[config.mk]
export PLATFORM = sky130hd
export DESIGN_NAME = stsm_front
export DESIGN_NICKNAME = d
export VERILOG_FILES = /design/src/sv/stsm_pkg.sv /design/src/sv/stsm_front.sv
export SDC_FILE = /design/constraint.sdc
export NUM_CORES = 1
export LEC_CHECK = 0
export ABC_AREA = 1
export BUFFER_PORTS_ARGS = -buffer_cell sky130_fd_sc_hd__buf_2
export CAP_MARGIN = 20
export CORE_MARGIN = 10
export CORE_UTILIZATION = 40
export DETAILED_ROUTE_END_ITERATION = 12
export PLACE_DENSITY = 0.69
export SETUP_SLACK_MARGIN = 0.05
export SLEW_MARGIN = 40
export SYNTH_ARGS = -nofsm -noshare
export SYNTH_HDL_FRONTEND = slang
export SYNTH_SLANG_ARGS = --single-unit
[constraint.sdc]
create_clock -name clk -period 8 [get_ports clk]
set_input_delay 1.6 -clock clk [delete_from_list [all_inputs] [get_ports clk]]
set_output_delay 1.6 -clock clk [all_outputs]
set_load 0.005 [all_outputs]
[src/sv/stsm_pkg.sv]
// Shared types and constants for the sorted table membership search core.
`default_nettype none

package stsm_pkg;

    localparam int VALUE_W       = 32;
    localparam int KIND_W        = 2;
    localparam int DEF_TABLE_DEPTH = 1024;
    // Item queue between front and back; depth must be a power of two.
    localparam int QUEUE_DEPTH   = 2;

    localparam logic [KIND_W-1:0] KIND_CLEAR = 2'd0;
    localparam logic [KIND_W-1:0] KIND_LOAD  = 2'd1;
    localparam logic [KIND_W-1:0] KIND_QUERY = 2'd2;

    typedef enum logic [1:0] {
        OP_CLEAR,
        OP_LOAD,
        OP_QUERY
    } op_t;

    typedef struct packed {
        op_t                        op;
        logic signed [VALUE_W-1:0]  value;
        logic                       last;
    } item_t;

    typedef enum logic [1:0] {
        BK_IDLE,
        BK_SEARCH,
        BK_HOLD
    } back_state_t;

endpackage

`default_nettype wire

[src/sv/stsm_front.sv]
// Front end: accepts stream transfers, decodes the kind and queues items for the back end.
`default_nettype none

module stsm_front (
    input  wire logic                              clk,
    input  wire logic                              rst_n,
    input  wire logic                              s_tvalid,
    output logic                                   s_tready,
    input  wire logic [stsm_pkg::VALUE_W-1:0]      s_tdata,   // [31:0] value
    input  wire logic [stsm_pkg::KIND_W-1:0]       s_tuser,   // [1:0] kind
    input  wire logic                              s_tlast,
    output stsm_pkg::item_t                        item,
    output logic                                   item_valid,
    input  wire logic                              item_pop
);
    import stsm_pkg::*;

    localparam int QPTR_W = (QUEUE_DEPTH > 1) ? $clog2(QUEUE_DEPTH) : 1;
    localparam int QCNT_W = $clog2(QUEUE_DEPTH + 1);

    item_t               queue_mem [QUEUE_DEPTH];
    logic [QPTR_W-1:0]   wr_ptr_reg, wr_ptr_next;
    logic [QPTR_W-1:0]   rd_ptr_reg, rd_ptr_next;
    logic [QCNT_W-1:0]   fill_reg, fill_next;
    item_t               decoded;
    logic                kind_ok;
    logic                push;
    logic                pop;

    // Classify the incoming transfer; the unused kind is taken and dropped.
    always_comb
    begin
        decoded.value = $signed(s_tdata);
        decoded.last  = s_tlast;
        decoded.op    = OP_CLEAR;
        kind_ok       = 1'b1;
        case (s_tuser)
            KIND_CLEAR: decoded.op = OP_CLEAR;
            KIND_LOAD:  decoded.op = OP_LOAD;
            KIND_QUERY: decoded.op = OP_QUERY;
            default:    kind_ok    = 1'b0;
        endcase
    end

    assign s_tready   = (fill_reg != QCNT_W'(QUEUE_DEPTH));
    assign push       = s_tvalid && s_tready && kind_ok;
    assign item_valid = (fill_reg != '0);
    assign pop        = item_pop && item_valid;
    assign item       = queue_mem[rd_ptr_reg];

    always_comb
    begin
        wr_ptr_next = push ? wr_ptr_reg + QPTR_W'(1) : wr_ptr_reg;
        rd_ptr_next = pop ? rd_ptr_reg + QPTR_W'(1) : rd_ptr_reg;
        fill_next   = fill_reg;
        if (push && !pop)
        begin
            fill_next = fill_reg + QCNT_W'(1);
        end
        else if (pop && !push)
        begin
            fill_next = fill_reg - QCNT_W'(1);
        end
    end

    always_ff @(posedge clk or negedge rst_n)
    begin
        if (!rst_n)
        begin
            wr_ptr_reg <= '0;
            rd_ptr_reg <= '0;
            fill_reg   <= '0;
        end
        else
        begin
            wr_ptr_reg <= wr_ptr_next;
            rd_ptr_reg <= rd_ptr_next;
            fill_reg   <= fill_next;
        end
    end

    always_ff @(posedge clk)
    begin
        if (push)
        begin
            queue_mem[wr_ptr_reg] <= decoded;
        end
    end

endmodule

`default_nettype wire

# == After elaboration in Yosys (flattened, before gate mapping) ==
# Memories as Yosys holds them, arrays and structs flattened.
# Index checks and enable logic that the tools add are counted.
# totals
regBits,4
ramBits,70
inputBits,39
memories,1
# classes
addsub,4
n_eq_ne,3
muxes,6
n_reduce_logical,11
# mem_list
memory,words,word_bits,rd,rd_clocked_by_memory_dff,write_ports,line,text
queue_mem,2,35,1,0,1,stsm_front.sv:21,item_t queue_mem [QUEUE_DEPTH];
# op_table
operator,count
logical AND 1 bit,5
two-way mux 2 bit,2
one-hot mux 2 bit (2 select lines),1
nonzero test 2 bit,2
two-way mux 1 bit,3
OR reduction 3 bit,1
adder 1 bit (second input constant),2
adder 2 x 1 -> 2 bit (second input constant),1
== test 2 x 1 -> 1 bit (second input constant),1
== test 2 bit (second input constant),1
zero test 1 bit,2
zero test 2 bit,1
!= test 2 bit (second input constant),1
subtractor 2 x 1 -> 2 bit (second input constant),1

# == Logic depth before layout (Yosys ltp) ==
# Gate-level depths: netlist of the first run.
# logic_depth
word_depth,8
depth_mapped,10
mapped_depth_nobuf,10

# == Least setup slack after synthesis of the first run ==
# OpenSTA, ideal clock, no wires.
# synth_timing
path_kind,input port to flip-flop
startpoint,in s_tuser[0] (netlist name)
endpoint,mem queue_mem[1][0] (netlist name) (enable)
t_arrival_ns,3.270
required_time_ns,7.573
slack_ns,4.303
path_stages,3
n_path_buf,0
path_cell_list,nand2_1 -> nand3_1 -> nor2_1
# synth_via
elab_chain_cells,6
# synth_lines
item,line,text
start: declaration,stsm_front.sv:10,"input wire logic [stsm_pkg::KIND_W-1:0] s_tuser,"
== test 2 bit (tied with other cells),stsm_front.sv:37,case (s_tuser)
OR reduction 3 bit (no line) *,-,
two-way mux 1 bit *,stsm_front.sv:37,
logical AND 1 bit *,stsm_front.sv:46,assign push = s_tvalid && s_tready && kind_ok;
two-way mux 1 bit *,stsm_front.sv:84,if (push)
two-way mux 1 bit (not written as such) *,stsm_front.sv:86,queue_mem[wr_ptr_reg] <= decoded;
end: declaration,stsm_front.sv:21,
# Mark *: on every way between the ends. The rest lies on a longest branch, timed or not.

==> impl_results.md, run 1 <==
* Peak VDD IR at 151 uV
* Port Buf Inserts at 75
* Register area at 2200 um2
* Leak at 1.54 nW
* Drt drc at 0
* Die area at 10,900 um2
* Adder-cell area share of the yosys netlist at 0.438%
* Multi-input logic area at 537 um2
* Avg Cell Area, Syn at 13.1 um2
* Setup Crit Path Kind: reg -> out
* Routed wire length at 5490 um
* Vias in the first global route at 1,888
* Hold buffer count at cts at 0
* Reg2Reg Setup Slack at around 6.3 ns
* Htree depth at 3
* Via count at 1,749
* DRT Pass-1 Iters at 4
* Die height at 105 um
* Wirelength per Cell at between 10 and 15 um
* Max reg flops at 70
* Post-synth net total at 258
* Top Family by Delay on Critical Path: buffers and inverters
* Estimated wirelength of the detail-placed design at 3780 um
* Fmax at about 300 MHz
* CTS Buf Count at 9
* Register-to-Register Path Depth at 5
* Clock Sinks at 74
* P per Cell Area at 339 nW/um2
* Path type of the worst min-delay path: reg -> reg
* CP Capture Type: output port
* First-pass GRT wire length at between 9000 and 10,000 um
* Skew-Pair Late Insertion Delay at around 0.35 ns
* Post-DRT Antenna Nets at 0
* Worst Setup SP: rd_ptr_reg
* Pins Over Slew Limit at 0
* Fin nets at 340
* Worst R2R Start: fill_reg[0]
* Synth cell types at 15
* Routed vias/inst at 4.36
* Die width at 105 um
* Final critical-path required period at between 3 and 4 ns
* Cells along the critical path: buf_4, inv_8, nand2_1, nand2_1, buf_2
* Worst slew margin at ~66%
* Synthesized cell area at 2860 um2
* Crit path buffers/inverters at 3
* # IOs at 76
* Slew of the pin with the lowest slew margin at 0.514 ns
* Area Overhead vs Synth at 23.4%
* FF-to-FF End: queue_mem[1][33]
* Synth Area in Simple Gates at 17.8%
* Share of cells above drive strength 1 at 35.4%
* CP startpoint kind: flip-flop
* Final Setup Violations at 0
* Start point of the worst hold path: wr_ptr_reg
* Global Route Usage Sum at 10.6%
* CP max FO at 36
* Final core utilization at about half
* First DRT Iteration DRCs at just over 40
* CTS root buf: clkbuf_8
* Largest net degree at the start of global routing at 37
* Initial antenna violation count at 0
* Status: completed
* Final period util at around 41%
* Post-synthesis xor/xnor area fraction at 0.307%
* Layout Cells excl Fill at between 400 and 500
* Crit path required time at 6.40 ns
* Hold Slack at slightly below 0.5 ns
* Max-Cap Viols at 0
* Clock-pin slew on the worst setup and hold paths at 0.07 ns
* Sum Neg Setup Slack at 0 ns
* PostCTS Resize Cnt at 0
* RSZ-0062 raised after global routing: no
* Setup ws final at around 4.7 ns
* Setup Buffers After CTS at 0
* Count of standard-cell rows at 30
* # fillers at 629
* Starting Density at between 40% and 50%
* Final GP Congestion at 0.671
* CP max-delay cell: dfrtp_1
* Post-synthesis mux area share at 0%
* Yosys warns at 0
* Worst stage delay on the critical path at 0.53 ns
* Setup crit end: item[22]
* Ant. Diodes at 0
* Most Frequent Cell on Critical Path: nand2_1
* Post-placement cell count at 385
* Yosys reg bits at 74
* Cell depth of the worst setup path at 5
* Largest family of logic cells by synthesized area: simple AND/OR/NAND/NOR gates
* Pre-CTS setup slack at 4.95 ns
* Final Hold Vio Count at 0
* Gr ovfl total at 0
* Sequential element share of the synthesized area at 77.1%
* Cells after Synth at 218
* Area of the core at just under 7000 um2
* Compound-Gate Fraction of Synth Area at 0%
* CTS tree: yes
* Clock buffer depth at 2
* Worst Skew at approximately 0.0072 ns
* WP data arrival at about 1.7 ns
==> metrics by stage <==
stage / power [mW] / area, um2
finish: 1.19 / 3530
global route: 1.29 / 3530
CTS: 1.22 / 3530
detailed placement: 0.911 / 3310
global placement: 0.899 / 3290
floorplan: 0.776 / 2860
==> report_power, final <==
part	switching (mW)	total, mW	internal [mW]
registers	0.0268	0.535	0.508
clock network	0.136	0.311	0.175
logic	0.217	0.348	0.131
==> worst min-delay path by stage <==
stage,cells after the start,endpoint
finish,2,wr_ptr_reg
CTS,2,wr_ptr_reg
global route,2,wr_ptr_reg
detailed placement,2,wr_ptr_reg
floorplan,2,wr_ptr_reg
global placement,2,wr_ptr_reg
==> layout by cell type (no fill, tap or decap), types with 2 or more instances in the layout <==
cell type | Yosys | final
edfxtp_1 | 70 | 70
nand4_1 | 2 | 2
buf_2 | 0 | 75
bufinv_16 | 0 | 2
nor2_1 | 3 | 2
clkbuf_8 | 0 | 9
clkinvlp_4 | 0 | 2
nand2_2 | 12 | 12
buf_4 | 2 | 2
nand3_1 | 3 | 3
nand2_1 | 105 | 105
dfrtp_1 | 4 | 4
inv_1 | 8 | 8
==> synth_stat cells (all sizes together) <==
cell / count / area [um2]
buf: 7 / 80.1
dfrtp: 4 / 100
edfxtp: 70 / 2100
ha: 1 / 12.5
inv: 10 / 45.0
nand2: 117 / 469
nand3: 3 / 15.0
nand4: 2 / 12.5
nor2: 3 / 11.3
xnor2: 1 / 8.76
==> worst reg2reg max path: stages (launching register included) <==
cell and delay, ns:
dfrtp_1 0.41, inv_2 0.07, nand2_2 0.08, nand3_1 0.15
nor2_4 0.45, buf_8 0.26
==> routing by layer <==
layer	wire (um)	GRT usage, %	vias up
li1	-	-	889
met1	2190	11.2	796
met2	2800	17.9	55
met3	394	4.21	9
met4	102	5.67	0
met5	0	0	-
==> cell families after synthesis <==
kind of cell,count (synthesis)
adder cells (fa/ha/maj),1
flip-flops,74
AND/OR/NAND/NOR,125
buffers and inverters,17
XOR/XNOR,1
==> layout make-up <==
type,instances,area share (%)
flip-flops and latches,74,62.5
multi-input cells,127,15.2
repair buffers,78,11.5
clock buffers,9,3.51
well taps,96,3.41
clock inverters,7,2.63
inverters,10,1.28
(Power assumes the default switching activity.)
==> inputs of run 2 (changes only) <==
--- a/config.mk
+++ b/config.mk
@@ -11,7 +11,7 @@
 export CORE_MARGIN = 10
 export CORE_UTILIZATION = 40
 export DETAILED_ROUTE_END_ITERATION = 12
-export PLACE_DENSITY = 0.69
+export PLACE_DENSITY = 0.72
 export SETUP_SLACK_MARGIN = 0.05
 export SLEW_MARGIN = 40
 export SYNTH_ARGS = -nofsm -noshare
==> constraint.sdc (replaced) <==
create_clock -name clk -period 2.7 [get_ports clk]
set_input_delay 0.54 -clock clk [delete_from_list [all_inputs] [get_ports clk]]
set_output_delay 0.54 -clock clk [all_outputs]
set_load 0.005 [all_outputs]
==> impl_results.md, run 2 (synthesized netlist as in run 1, its figures left out) <==
* Status: completed
* Final core utilization at 52.4% (+1.1 points)
* Worst slew margin at 82.8% (+17 points)
* Post-DRT Antenna Nets at 0 (unchanged)
* Routed wire length at 5810 um (+5.8%)
* Final Setup Violations at 0 (unchanged)
* Area Overhead vs Synth at 26.0%
* CP startpoint kind: flip-flop
* Vias in the first global route at 1,929 (+2.2%)
* Most frequent cells in the layout: nand2_1, buf_2, edfxtp_1
* Starting Density at 41.6% (unchanged)
* Pins Over Slew Limit at 0 (unchanged)
* CP Capture Type: output port
* Most Frequent Cell on Critical Path: nand2_1
* CTS Buf Count at 9 (unchanged)
* CP max FO at 36 (unchanged)
* Via count at 1,766 (+0.97%)
* Drt drc at 0 (unchanged)
* Estimated wirelength of the detail-placed design at 4120 um (+8.9%)
* Clock-pin slew on the worst setup and hold paths at 0.08 ns (about the same)
* Peak VDD IR at 462 uV (+210%)
* Die height at 105 um (unchanged)
* DRT Pass-1 Iters at 4 (unchanged)
* Register area at 2200 um2 (unchanged)
* Wirelength per Cell at 14.3 um (+4.8%)
* Clock buffer depth at 2 (unchanged)
* Die area at 10,900 um2 (unchanged)
* Fmax at just over 500 MHz
* # fillers at 619 (-1.6%)
* # IOs at 76 (unchanged)
* Final Hold Vio Count at 0 (unchanged)
* Max-Cap Viols at 0 (unchanged)
* Die width at 105 um (unchanged)
* Largest net degree at the start of global routing at 37 (unchanged)
* Initial antenna violation count at 0 (unchanged)
* Ant. Diodes at 0 (unchanged)
* Final critical-path required period at a little under 2 ns
* Leak at 1.58 nW (+2.8%)
* Area of the core at 6870 um2 (unchanged)
* Final GP Congestion at 0.666 (-0.67%)
* WP data arrival at 1.45 ns (-0.26 ns)
* Post-placement cell count at 388 (+0.78%)
* Share of cells above drive strength 1 at 36.2% (+0.84 points)
* Htree depth at 3 (unchanged)
* CTS tree: yes
* First DRT Iteration DRCs at 101 (+150%)
* Worst stage delay on the critical path at 0.38 ns (-0.15 ns)
* Count of standard-cell rows at 30 (unchanged)
* DR WL met3 at 379 um (-3.8%)
* Final period util at 73.6%
* Port Buf Inserts at 75 (unchanged)
* Slew of the pin with the lowest slew margin at 0.258 ns (-0.257 ns)
* Skew-Pair Late Insertion Delay at 0.33 ns (-0.02 ns)
* Cells along the critical path: buf_4, inv_8, nand2_1, nand2_1, buf_2
* Path type of the worst min-delay path: in -> reg
* Setup Buffers After CTS at 0 (unchanged)
* CTS root buf: clkbuf_8
* First-pass GRT wire length at 9340 um (+1.6%)
* CP max-delay cell: dfrtp_1
* Gr ovfl total at 0 (unchanged)
* Layout Cells excl Fill at 405 (+1.0%)
* Max reg flops at 70 (unchanged)
* Sum Neg Setup Slack at 0 ns (unchanged)
* Clock Sinks at 74 (unchanged)
* Multi-input logic area at 537 um2 (unchanged)
* Routed vias/inst at 4.36 (about the same)
* RSZ-0062 raised after global routing: no
* Global Route Usage Sum at 10.9% (+0.22 points)
* Top routing layer in use: met4
* P per Cell Area at 1040 nW/um2 (+210%)
* Met2 WL at 2940 um (+4.8%)
* Setup Crit Path Kind: reg -> out
* Fin nets at 344 (+1.2%)
* Worst Skew at 0.00355 ns (-0.00364 ns)
* Metal1 wirelength at 2460 um (+13%)
* Crit path required time at 2.16 ns (-4.24 ns)
* PostCTS Resize Cnt at 0 (unchanged)
* Most common cell after layout, fill and taps aside: nand2_1
run 2: cell count changes in the layout (fill, tap and decap cells not counted), sizes merged:
cell         change
buf              +3
clkinvlp         -1
dlygate4sd3      +1
inv              -1
bufinv           +2
run 2: critical path: cells and delay by family (launching register included):
family	cells	cell delay [ns]
flip-flops	1	0.38
AND/OR/NAND/NOR	2	0.18
buffers and inverters	3	0.56
run 2: what timing repair did:
action / 4_1_cts / 5_1_grt
hold endpoints to repair: 4 / 0
hold buffers: 1 / 0
endpoints found under the setup margin: 0 / 0
run 2: report_power, final:
part           internal [mW]  total, mW  switching [mW]
Clock                  0.707       1.11           0.401
Combinational          0.405       1.09           0.681
Sequential              1.50       1.57          0.0634
run 2: final cells by class:
| cell class | count | share of cell area, % |
|---|---|---|
| Sequential cell | 74 | 61.2 |
| Multi-Input combinational cell | 127 | 14.9 |
| Timing Repair Buffer | 82 | 12.0 |
| Clock inverter | 7 | 3.93 |
| Clock buffer | 9 | 3.44 |
| Tap cell | 96 | 3.34 |
| Inverter | 10 | 1.25 |
run 2: final timing paths:
| kind | from | to | slack [ns] | cells after the start |
|---|---|---|---|---|
| worst max-delay path | rd_ptr_reg | item[22] | 0.71 | 5 |
| worst min-delay path | s_tdata[14] | queue_mem[1][15] | 0.39 | 1 |
| worst max register to register | fill_reg[0] | fill_reg[1] | 1.22 | 9 |
| worst min register to register | wr_ptr_reg | wr_ptr_reg | 0.50 | 2 |
| max in group asynchronous | rst_n | rd_ptr_reg | 2.04 | 2 |
| min in group asynchronous | rst_n | fill_reg[1] | 0.54 | 2 |
run 2: metrics by stage:
stage | hold WS (ns) | total power [mW] | cell area, um2 | worst slack, ns
4_1_cts | 0.372 | 3.83 | 3600 | 0.657
3_5_place_dp | 0.354 | 2.72 | 3320 | 1.03
2_1_floorplan | 0.244 | 2.30 | 2860 | 0.0626
6_report | 0.389 | 3.76 | 3600 | 0.713
3_3_place_gp | 0.354 | 2.68 | 3320 | 1.08
5_1_grt | 0.365 | 4.03 | 3600 | 0.562
run 2: per-layer routing:
metal  GRT usage, %  vias up
met2           18.8       55
met3           4.40        2
met5              0        -
met4           4.17        0
li1               -      893
met1           11.6      816
==> inputs of run 3 (changes only) <==
==> constraint.sdc (replaced) <==
create_clock -name clk -period 1.8 [get_ports clk]
set_input_delay 0.36 -clock clk [delete_from_list [all_inputs] [get_ports clk]]
set_output_delay 0.36 -clock clk [all_outputs]
set_load 0.005 [all_outputs]
==> impl_results.md, run 3 (synthesized netlist as in run 1, its figures left out) <==
* Max-Cap Viols at 0 (unchanged)
* Worst R2R Start: fill_reg[0]
* Clock Sinks at 74 (unchanged)
* P per Cell Area at 1470 nW/um2 (+40%)
* Worst slew margin at 83.4% (+0.60 points)
* Area of the core at 6870 um2 (unchanged)
* Final GP Congestion at 0.712 (+6.8%)
* Final core utilization at 51.4% (-0.98 points)
* Die height at 105 um (unchanged)
* Worst stage delay on the critical path at 0.46 ns (+0.08 ns)
* Path type of the worst min-delay path: in -> reg
* RSZ-0062 raised after global routing: yes
* # IOs at 76 (unchanged)
* CTS root buf: clkbuf_8
* First DRT Iteration DRCs at 64 (-37%)
* Global Route Usage Sum at 10.5% (-0.40 points)
* Routed vias/inst at 4.33 (-0.62%)
* Final Setup Violations at 0 (unchanged)
* Ant. Diodes at 0 (unchanged)
* First-pass GRT wire length at 9050 um (-3.2%)
* Estimated wirelength of the detail-placed design at 3920 um (-4.8%)
* Starting Density at 41.6% (unchanged)
* Worst Setup SP: rd_ptr_reg
* Cells along the critical path: inv_8, nand2_1, nand2_1, buf_2
* Pre-CTS setup slack at 0.323 ns (-0.711 ns)
* Vias in the first global route at 1,864 (-3.4%)
* CP startpoint kind: flip-flop
* Gr ovfl total at 0 (unchanged)
* Most frequent cells in the layout: nand2_1, buf_2, edfxtp_1
* Count of standard-cell rows at 30 (unchanged)
* # fillers at 601 (-2.9%)
* Start point of the worst hold path: s_tdata[13]
* Initial antenna violation count at 0 (unchanged)
* Setup ws final at 0.156 ns (-0.557 ns)
* Status: completed
* CP Capture Type: output port
* Post-placement cell count at 388 (unchanged)
* Clock buffer depth at 2 (unchanged)
* Fin nets at 344 (unchanged)
* Sum Neg Setup Slack at 0 ns (unchanged)
* Skew-Pair Late Insertion Delay at 0.33 ns (about the same)
* Fmax at 608 MHz
* CP max-delay cell: dfrtp_2
* Crit path required time at 1.44 ns (-0.72 ns)
* Final period util at 91.3%
* Setup Buffers After CTS at 0 (unchanged)
* WP data arrival at 1.28 ns (-0.17 ns)
* Post-DRT Antenna Nets at 0 (unchanged)
* Worst Skew at 0.00572 ns (+0.00218 ns)
* Via count at 1,755 (-0.62%)
* Peak VDD IR at 780 uV (+69%)
* CTS tree: yes
* Die width at 105 um (unchanged)
* Routed wire length at 5600 um (-3.5%)
* Max reg flops at 70 (unchanged)
* Die area at 10,900 um2 (unchanged)
* Leak at 1.55 nW (-2.1%)
* Port Buf Inserts at 75 (unchanged)
* Area Overhead vs Synth at 23.7%
* Setup Crit Path Kind: reg -> out
* Share of cells above drive strength 1 at 35.9% (-0.32 points)
* Most common cell after layout, fill and taps aside: nand2_1
* Final Hold Vio Count at 0 (unchanged)
* Drt drc at 0 (unchanged)
* Htree depth at 3 (unchanged)
* Layout Cells excl Fill at 405 (unchanged)
* CTS Buf Count at 9 (unchanged)
* CP max FO at 36 (unchanged)
* Most Frequent Cell on Critical Path: nand2_1
* Largest net degree at the start of global routing at 37 (unchanged)
* Wirelength per Cell at 13.8 um (-3.5%)
* Final critical-path required period at 1.64 ns
* Clock-pin slew on the worst setup and hold paths at 0.08 ns (about the same)
* Pins Over Slew Limit at 0 (unchanged)
* Slew of the pin with the lowest slew margin at 0.249 ns (-0.00900 ns)
* DRT Pass-1 Iters at 4 (unchanged)
==> run 3: stage by stage <==
step / area [um2] / hold slack, ns / total power, mW
finish: 3530 / 0.207 / 5.18
detailed placement: 3340 / 0.174 / 4.11
floorplan: 2860 / 0.0644 / 3.46
CTS: 3530 / 0.183 / 5.31
global placement: 3340 / 0.172 / 4.05
global route: 3530 / 0.176 / 5.58
==> run 3: layout make-up <==
type | count | area (um2) | area share [%]
multi-input cells | 127 | 537 | 15.2
clock inverters | 7 | 60.1 | 1.70
clock buffers | 9 | 124 | 3.51
well taps | 96 | 120 | 3.40
flip-flops and latches | 74 | 2200 | 62.4
inverters | 10 | 45.0 | 1.28
repair buffers | 82 | 443 | 12.5
==> run 3: power breakdown <==
group / internal [mW] / switching, mW / leakage [nW]
registers: 2.26 / 0.113 / 0.693
clock network: 0.623 / 0.561 / 0.0939
logic: 0.630 / 0.998 / 0.762
total: 3.51 / 1.67 / 1.55
==> run 3: per-layer routing <==
layer	GRT usage [%]	wire length, um	part of all wire, %
met3	4.40	382	6.8
met4	5.37	49	0.88
met1	10.9	2300	41
met2	17.6	2860	51
met5	0	0	0
==> run 3: worst max-delay path: cells and delay by family, from the launching register on <==
kind / cells / cell delay (ns)
AND/OR/NAND/NOR: 2 / 0.16
flip-flops: 1 / 0.46
buffers and inverters: 2 / 0.33
==> run 3: final timing paths <==
check                                   end  slack, ns  cells past startpoint
hold reg to reg                  wr_ptr_reg       0.49                      2
setup / recovery                   item[19]       0.16                      4
hold / removal             queue_mem[1][14]       0.21                      1
max in group asynchronous        rd_ptr_reg       1.31                      2
min in group asynchronous        wr_ptr_reg       0.36                      2
setup reg to reg                fill_reg[1]       0.30                      9
==> run 3: timing repair <==
item / 4_1_cts / 5_1_grt
gates resized for setup: 0 / 1
endpoints found under the hold margin: 4 / 0
setup endpoints to repair: 0 / 34
hold buffers: 1 / 0
